[config.mk]
export PLATFORM = sky130hd
export DESIGN_NAME = dogx_merge
export DESIGN_NICKNAME = d
export VERILOG_FILES = /design/src/rtl/dogx_pkg.sv /design/src/rtl/dogx_merge.sv
export SDC_FILE = /design/constraint.sdc
export NUM_CORES = 1
export LEC_CHECK = 0
export BUFFER_PORTS_ARGS = -buffer_cell sky130_fd_sc_hd__buf_2
export CORE_ASPECT_RATIO = 1.2
export CORE_UTILIZATION = 40
export CTS_CLUSTER_SIZE = 40
export DETAILED_ROUTE_END_ITERATION = 10
export PLACE_DENSITY = 0.82
export SYNTH_ARGS = -nofsm -noshare
export SYNTH_HDL_FRONTEND = slang
export SYNTH_SLANG_ARGS = --single-unit
[constraint.sdc]
create_clock -name clk -period 1.4 [get_ports clk]
set_clock_uncertainty 0.05 [all_clocks]
set_input_delay 0.14 -clock clk [delete_from_list [all_inputs] [get_ports clk]]
set_output_delay 0.14 -clock clk [all_outputs]
set_load 0.05 [all_outputs]
[src/rtl/dogx_pkg.sv]
// Shared types and constants for the DoG scale-space extremum detector.
// No dependencies; the lane, merge, top-level and checker files import it.
`timescale 1ns / 1ps

package dogx_pkg;

  // Configuration port
  localparam int CFG_IDX_BITS  = 1;
  localparam int CFG_DATA_BITS = 12;
  localparam int CFG_W_BITS    = 11;
  localparam int CFG_H_BITS    = 12;

  localparam logic [CFG_IDX_BITS-1:0] REG_IMAGE_WIDTH  = 1'b0;
  localparam logic [CFG_IDX_BITS-1:0] REG_IMAGE_HEIGHT = 1'b1;

  localparam logic [CFG_W_BITS-1:0] WIDTH_RESET  = 11'd1024;
  localparam logic [CFG_H_BITS-1:0] HEIGHT_RESET = 12'd1024;

  // Result word layout
  localparam int ROW_BITS      = 12;
  localparam int OUT_COL_BITS  = 10;
  localparam int OUT_VAL_BITS  = 16;
  localparam int OUT_DATA_BITS = 40;

  // What one layer lane reports about its nine (or eight) neighbors
  typedef struct packed {
    logic above_all;  // every neighbor strictly below the centre
    logic below_all;  // every neighbor strictly above the centre
  } lane_flags_t;

endpackage

[src/rtl/dogx_merge.sv]
// Merge stage: combines the three lane verdicts with the border test and
// holds the result word until taken. Depends on dogx_pkg.
`timescale 1ns / 1ps

module dogx_merge import dogx_pkg::*; #(
  parameter int MAX_WIDTH   = 1024,
  parameter int SAMPLE_BITS = 16,
  localparam int COL_BITS   = $clog2(MAX_WIDTH)
) (
  input  logic                          clk,
  input  logic                          rst,
  input  logic                          advance,
  input  logic                          in_valid,
  input  logic [ROW_BITS-1:0]           row,
  input  logic [COL_BITS-1:0]           col,
  input  logic signed [SAMPLE_BITS-1:0] centre,
  input  lane_flags_t [2:0]             flags,
  output logic                          out_valid,
  output logic [OUT_DATA_BITS-1:0]      out_data,
  output logic                          out_user
);

  localparam int CV_KEEP = (SAMPLE_BITS < OUT_VAL_BITS) ? SAMPLE_BITS : OUT_VAL_BITS;

  logic                    interior;
  logic                    is_max;
  logic                    is_min;
  logic [ROW_BITS-1:0]     centre_row;
  logic [OUT_COL_BITS-1:0] centre_col;
  logic [OUT_VAL_BITS-1:0] centre_value;

  assign interior = (row >= ROW_BITS'(2)) && (col >= COL_BITS'(2));

  always_ff @(posedge clk) begin
    if (rst) begin
      out_valid <= 1'b0;
    end else if (advance) begin
      out_valid <= in_valid;
    end
  end

  // Border results carry zeros in every field
  always_ff @(posedge clk) begin
    if (advance) begin
      out_user <= interior;
      is_max   <= interior && (centre > 0) && flags[0].above_all
                  && flags[1].above_all && flags[2].above_all;
      is_min   <= interior && (centre < 0) && flags[0].below_all
                  && flags[1].below_all && flags[2].below_all;
      centre_row   <= interior ? ROW_BITS'(row - ROW_BITS'(1)) : '0;
      centre_col   <= interior ? OUT_COL_BITS'(col - COL_BITS'(1)) : '0;
      centre_value <= interior ? OUT_VAL_BITS'(centre[CV_KEEP-1:0]) : '0;
    end
  end

  assign out_data = {centre_value, centre_col, centre_row, is_min, is_max};

endmodule

==> results.sh, run 1 <==
export IMPL_fp_dieArea_sq_um=5248
export IMPL_io_buffer_count=89
export IMPL_maxSlewViolCount=0
export IMPL_end_kind="flop"
export IMPL_synth_edf_count=41
export IMPL_post_route_period_util=0.9201
export IMPL_core_sq_um=4662
export IMPL_status="finished clean"
export IMPL_diodes=0
export IMPL_grt_ovfl_total=0
export IMPL_hold_depth=3
export IMPL_synthMuxAreaShare=0.005044
export IMPL_start_util=0.4257
export IMPL_hp_start="in_valid"
export IMPL_worst_ep_arrival_time_ns=1.28
export IMPL_synth_flop_cell="edfxtp_1"
export IMPL_yosysSeqAreaShare=0.6305
export IMPL_synth_compound_area_frac=0.01135
export IMPL_tightest_slew_ns=0.3283
export IMPL_synth_seq_cells=42
export IMPL_avgViaCountPerCell=4.735
export IMPL_clock_path_buffers=2
export IMPL_clock_latency_ns=0.28
export IMPL_ys_warnings_count=0
export IMPL_timing_final_crit_period_ns=1.288
export IMPL_ys_async_sr_fraction=0
export IMPL_critical_path_cell_count=7
export IMPL_yosysUniqueCellTypes=31
export IMPL_fin_tns_setup_ns=0
export IMPL_powerDensity_nw_per_um2=1131
export IMPL_setup_worst_path_start_class="input pin"
export IMPL_ff2ff_setup_slack_ns=0.75
export IMPL_root_buffer="clkbuf_8"
export IMPL_area_growth_pct=40.98
export IMPL_synth_area_leaders="edfxtp_1 (62%), xor2_1 (5.7%), nor2_1 (5.3%)"
export IMPL_reg2reg_to="out_valid$_SDFFE_PP0P_"
export IMPL_slew_headroom=0.7791
export IMPL_drtIter0Drc=117
export IMPL_required_ns=1.39
export IMPL_routedWlPerCell_um=12.05
export IMPL_rr_startpoint="out_valid$_SDFFE_PP0P_"
export IMPL_ios=90
export IMPL_synth_top_family_by_area="simple AND/OR/NAND/NOR gates"
export IMPL_drc=0
export IMPL_grt_setup_unrepaired="false"
export IMPL_fp_row_count=27
export IMPL_die_height_um=79.16
export IMPL_cts_inserted_buffers=5
export IMPL_worstRegToRegCells=2
export IMPL_grt_pass1_vias=1413
export IMPL_drv_cap=0
export IMPL_die_w_um=66.30
export IMPL_path_delay_family="simple AND/OR/NAND/NOR gates"
export IMPL_fmax_mhz=776.3
export IMPL_final_area_sq_um=2798
export IMPL_crit_buf_inv=3
export IMPL_synth_adder_area_share=0.02522
export IMPL_placed_cell_area_sq_um=2671
export IMPL_cts_num_sinks=42
export IMPL_hold_viol=0
export IMPL_syn_instance_count=155
export IMPL_vias=1553
export IMPL_synth_xor_area_frac=0.07062
export IMPL_n_fill_cell=389
export IMPL_critical_path_max_stage_delay_ns=0.22
export IMPL_synth_area_sq_um=1984
export IMPL_synth_top_cell_by_area="edfxtp_1"
export IMPL_finalNetCount=321
export IMPL_yosys_area_share_simple=0.2245
export IMPL_worstPathMaxFanout=11
export IMPL_cts_setup_buffers=0
export IMPL_crit_chain="buf_2 -> inv_1 -> ha_1 -> nor3_4 -> nand4_4 -> buf_4 -> and3_2"
export IMPL_antenna_left=0
export IMPL_synth_top_cell_area_share=0.6204
export IMPL_post_synth_cell_area_avg_sq_um=12.80
export IMPL_drive_gt1_frac=0.4852
export IMPL_worstHoldEndpoint="out_valid$_SDFFE_PP0P_"
export IMPL_h_tree_depth=2
export IMPL_grt_pass1_wl_um=6189
export IMPL_min_path_type="in -> reg"
export IMPL_criticalPathCategory="in -> reg"
export IMPL_dr_pass1_iters=4
export IMPL_p_total_uw=3165
export IMPL_post_dp_hpwl_um=3071
export IMPL_cts_tree="done"
export IMPL_vdd_ir_drop_worst_v=0.0004698
export IMPL_setup_viol=0
export IMPL_place_congestion=0.8481
export IMPL_drt_wl_total_um=3953
export IMPL_antenna_found_initial=0
export IMPL_grt_usage=0.1576
export IMPL_leakagePower_uw=0.001220
export IMPL_clk_pin_slew_ns=0.08
export IMPL_critPathSlowestCell="ha_1"
export IMPL_grt_start_max_net_pins=43
export IMPL_syn_nets=207
==> state kept, by name (all words and copies together) (netlist names) <==
register	cells
centre_value	16
centre_row	12
centre_col	10
is_max	1
is_min	1
out_user	1
out_valid	1
==> report_power, final <==
group,switching (uW),leakage [uW],total (uW),internal (uW)
combinational,528,0.000759,734,206
clock,384,0.0000514,915,532
sequential,21.0,0.000409,1520,1490
==> layout make-up <==
| cell class | count | area (sq um) | area share |
|---|---|---|---|
| inverter | 5 | 18.77 | 0.006708 |
| multi-input combinational | 102 | 679.4 | 0.2428 |
| tap | 58 | 72.57 | 0.02594 |
| clock buffer | 6 | 72.57 | 0.02594 |
| clock inverter | 2 | 37.54 | 0.01342 |
| timing repair buffer | 113 | 665.6 | 0.2379 |
| sequential | 42 | 1251 | 0.4472 |
==> worst reg2reg max path: stages, from the launching register on <==
cell     delay (ns)
dfxtp_1        0.31
mux2i_1        0.13
nor2_1         0.06
==> synth_stat cells (all sizes together), types with 2 or more instances <==
| master | number |
|---|---|
| and3 | 16 |
| inv | 5 |
| xnor2 | 3 |
| and4 | 2 |
| nand3 | 5 |
| nand3b | 2 |
| edfxtp | 41 |
| a21oi | 2 |
| nor3 | 7 |
| xor2 | 13 |
| ha | 4 |
| nor4 | 5 |
| nand4b | 3 |
| nand2 | 7 |
| clkbuf | 2 |
| nand4 | 2 |
| nor2 | 28 |
| buf | 4 |
==> placed cells by master (no fill, tap or decap), drive strengths merged <==
| master | synthesis | final |
|---|---|---|
| buf | 4 | 112 |
| edfxtp | 41 | 41 |
| nor2 | 28 | 28 |
| and3 | 16 | 16 |
| xor2 | 13 | 13 |
| nand2 | 7 | 7 |
| nor3 | 7 | 7 |
| clkbuf | 2 | 6 |
| inv | 5 | 5 |
| nand3 | 5 | 5 |
| nor4 | 5 | 5 |
| ha | 4 | 4 |
| nand4b | 3 | 3 |
| xnor2 | 3 | 3 |
| nand3b | 2 | 2 |
| a21oi | 2 | 2 |
| nand4 | 2 | 2 |
| and4 | 2 | 2 |
| o21ai | 1 | 1 |
| o31ai | 1 | 1 |
| mux2i | 1 | 1 |
| clkinvlp | 0 | 1 |
| bufinv | 0 | 1 |
| dlygate4sd3 | 0 | 1 |
| dfxtp | 1 | 1 |
==> worst max path at each step <==
stage | startpoint | endpoint | slack (ns)
2_1_floorplan | row[2] | centre_value[0]$_SDFFCE_PP0P_ | -0.01
3_3_place_gp | col[6] | is_max$_DFFE_PP_ | -0.15
3_5_place_dp | row[0] | centre_value[6]$_SDFFCE_PP0P_ | -0.22
4_1_cts | row[0] | centre_value[6]$_SDFFCE_PP0P_ | 0.09
5_1_grt | row[0] | centre_value[6]$_SDFFCE_PP0P_ | 0.02
6_report | row[0] | centre_value[6]$_SDFFCE_PP0P_ | 0.11
==> routing by layer <==
layer	vias to the layer above	part of all wire	GRT usage
li1	790	-	-
met1	694	0.40	0.1793
met2	60	0.52	0.2796
met3	9	0.062	0.03161
met4	0	0.018	0.07021
met5	-	0	0
==> repair_timing <==
item,CTS,global route
hold endpoints to repair,1,0
setup endpoints to repair,0,2
gates resized for setup,0,1
hold buffers,1,0
==> cells by family (layout without fill, tap and decap cells) <==
| kind of cell | after synthesis | in the layout |
|---|---|---|
| AND/OR/NAND/NOR | 77 | 77 |
| flip-flops | 42 | 42 |
| XOR/XNOR | 16 | 16 |
| buffers and inverters | 11 | 126 |
| adder cells (fa/ha/maj) | 4 | 4 |
| AO/OA/AOI/OAI | 4 | 4 |
| multiplexers | 1 | 1 |
==> metrics by stage <==
stage            util  hold slack, ns  setup WS [ns]  cells
4_1_cts        0.5988         0.04900        0.09051    328
3_3_place_gp   0.5730          0.2484        -0.1465    319
2_1_floorplan       -          0.1624      -0.009803    155
3_5_place_dp   0.5730          0.2502        -0.2155    319
5_1_grt        0.6001         0.07635        0.02068    328
6_report       0.6001         0.05802         0.1119    328
Power figures use the tool's default switching activity.
==> inputs of run 2 (changes only) <==
PLACE_DENSITY = 0.79   (was 0.82)
clock period = 1.2 ns   (was 1.4 ns; I/O delays follow)
==> run 2 against run 1 <==
The flow now finishes with violations (setup timing). Total power is 12% higher. Clock-buffer cell count unchanged. Via count rose by 7.3%. Non-clock buffer count increased by 15. Global-route usage increased by 1.0 points. Combinational power is 26% higher. Utilization grew 4.9 points. Worst hold slack got worse by 0.020 ns. Critical endpoint is now centre_row[11]$_SDFFCE_PP0P_.
==> results.sh, run 2 (synthesis results as in run 1) <==
export IMPL_status="complete, but fails checks"
export IMPL_fmax_mhz=815.0
export IMPL_seq_power_share=0.499
export IMPL_fp_row_count=27
export IMPL_multi_input_area_sq_um=773.2
export IMPL_post_route_period_util=1.022
export IMPL_vdd_ir_drop_worst_v=0.0005614
export IMPL_clk_pin_slew_ns=0.07
export IMPL_tightest_slew_ns=0.3103
export IMPL_layout_commonest_cell="buf_2"
export IMPL_cts_setup_buffers=0
export IMPL_cts_inserted_buffers=5
export IMPL_setup_worst_path_start_class="input pin"
export IMPL_setup_viol=13
export IMPL_end_kind="flop"
export IMPL_top_register="centre_value"
export IMPL_fin_ws_ns=-0.02692
export IMPL_clock_latency_ns=0.29
export IMPL_avgViaCountPerCell=4.857
export IMPL_slew_headroom=0.7916
export IMPL_antenna_left=0
export IMPL_placed_cell_area_sq_um=2761
export IMPL_leakagePower_uw=0.001304
export IMPL_drtIter0Drc=128
export IMPL_grt_pass1_wl_um=6417
export IMPL_p_clk_frac=0.241
export IMPL_timing_final_crit_period_ns=1.227
export IMPL_routedWlPerCell_um=13.28
export IMPL_powerDensity_nw_per_um2=1173
export IMPL_clock_path_buffers=2
export IMPL_largest_registers="centre_value: 16 flops, centre_row: 12 flops, centre_col: 10 flops"
export IMPL_fin_util=0.6487
export IMPL_drive_gt1_frac=0.5719
export IMPL_cts_tree="done"
export IMPL_worst_ep_arrival_time_ns=1.23
export IMPL_final_cells=343
export IMPL_drc=0
export IMPL_required_ns=1.21
export IMPL_root_buffer="clkbuf_8"
export IMPL_diodes=0
export IMPL_largest_reg_flops=16
export IMPL_dr_pass1_iters=4
export IMPL_placed_cells=331
export IMPL_worstRegToRegCells=2
export IMPL_area_growth_pct=52.40
export IMPL_worstPathMaxFanout=8
export IMPL_swShare=0.3159
export IMPL_drv_cap=0
export IMPL_h_tree_depth=2
export IMPL_seq_area_sq_um=1251
export IMPL_hold_viol=0
export IMPL_cts_num_sinks=42
export IMPL_grt_ovfl_total=0
export IMPL_drt_wl_total_um=4556
export IMPL_grt_pass1_vias=1474
export IMPL_start_util=0.4257
export IMPL_die_height_um=79.16
export IMPL_io_buffer_count=89
export IMPL_p_int_uw=2427
export IMPL_min_path_type="in -> reg"
export IMPL_combPwrFrac=0.260
export IMPL_die_w_um=66.30
export IMPL_grt_usage=0.1679
export IMPL_finalNetCount=336
export IMPL_place_congestion=0.8148
export IMPL_final_cell_mix="buf_2 (87), edfxtp_1 (41), buf_4 (29)"
export IMPL_maxSlewViolCount=0
export IMPL_hold_depth=3
export IMPL_ios=90
export IMPL_vias=1666
export IMPL_final_area_sq_um=3024
export IMPL_p_switching_uw=1121
export IMPL_violations="setup timing"
export IMPL_grt_start_max_net_pins=41
export IMPL_antenna_found_initial=0
export IMPL_core_sq_um=4662
export IMPL_criticalPathCategory="in -> reg"
export IMPL_post_dp_hpwl_um=3174
export IMPL_n_fill_cell=376
export IMPL_grt_setup_unrepaired="true"
export IMPL_fp_dieArea_sq_um=5248
run 2: cell types whose count changed in the layout (fill, tap and decap cells not counted), sizes merged:
cell and delta:
clkinvlp -1, clkinv +2, clkbuf +1, bufinv -1, buf +14
run 2: path summary, 6_finish.rpt:
check                         start                            to  slack (ns)
min reg2reg  out_valid$_SDFFE_PP0P_        out_valid$_SDFFE_PP0P_        0.48
max                          row[0]  centre_row[11]$_SDFFCE_PP0P_       -0.03
max reg2reg  out_valid$_SDFFE_PP0P_        out_valid$_SDFFE_PP0P_        0.56
min                        in_valid        out_valid$_SDFFE_PP0P_        0.04
run 2: metal layers:
layer | share of wire | vias to the layer above | wire (um) | global-route usage
met5 | 0 | - | 0 | 0
met4 | 0.039 | 0 | 179 | 0.1064
met3 | 0.068 | 14 | 312 | 0.04167
met2 | 0.54 | 73 | 2442 | 0.2908
met1 | 0.36 | 757 | 1622 | 0.1782
li1 | - | 822 | - | -
run 2: final cells by class:
type / count / share of cell area
clock inverters: 2 / 0.002896
multi-input cells: 102 / 0.2557
clock buffers: 6 / 0.02400
well taps: 58 / 0.02400
flip-flops and latches: 42 / 0.4137
inverters: 5 / 0.006206
repair buffers: 128 / 0.2735
run 2: worst max-delay path: stages:
cell,delay (ns)
buf_2,0.09
inv_2,0.04
ha_4,0.15
nor3_4,0.21
nand4_4,0.20
nand2_4,0.19
clkbuf_16,0.17
nor2_1,0.04
run 2: timing repair:
item | 4_1_cts | 5_1_grt
gates cloned | 0 | 3
setup endpoints to repair | 27 | 39
hold buffers | 1 | 0
hold endpoints to repair | 1 | 0
pin swaps | 1 | 6
gates resized for setup | 1 | 32
run 2: through the flow:
step | power (uW) | TNS (ns) | setup slack, ns | hold slack, ns
final | 3548 | -0.1811 | -0.02692 | 0.03821
after global routing | 3686 | -1.515 | -0.06212 | 0.04767
after CTS | 3531 | 0 | 0.008928 | 0.03036
after detailed placement | 2683 | -13.09 | -0.3503 | 0.2377
after global placement | 2670 | -13.11 | -0.3373 | 0.2271
after floorplan | 2355 | -6.377 | -0.1898 | 0.1424
run 2: power by group through the flow:
stage	Clock, uW	Combinational [uW]	Sequential (uW)
5_1_grt	930	972	1780
2_1_floorplan	0	137	2220
4_1_cts	875	883	1770
3_3_place_gp	0	866	1800
3_5_place_dp	0	878	1810
6_report	855	922	1770
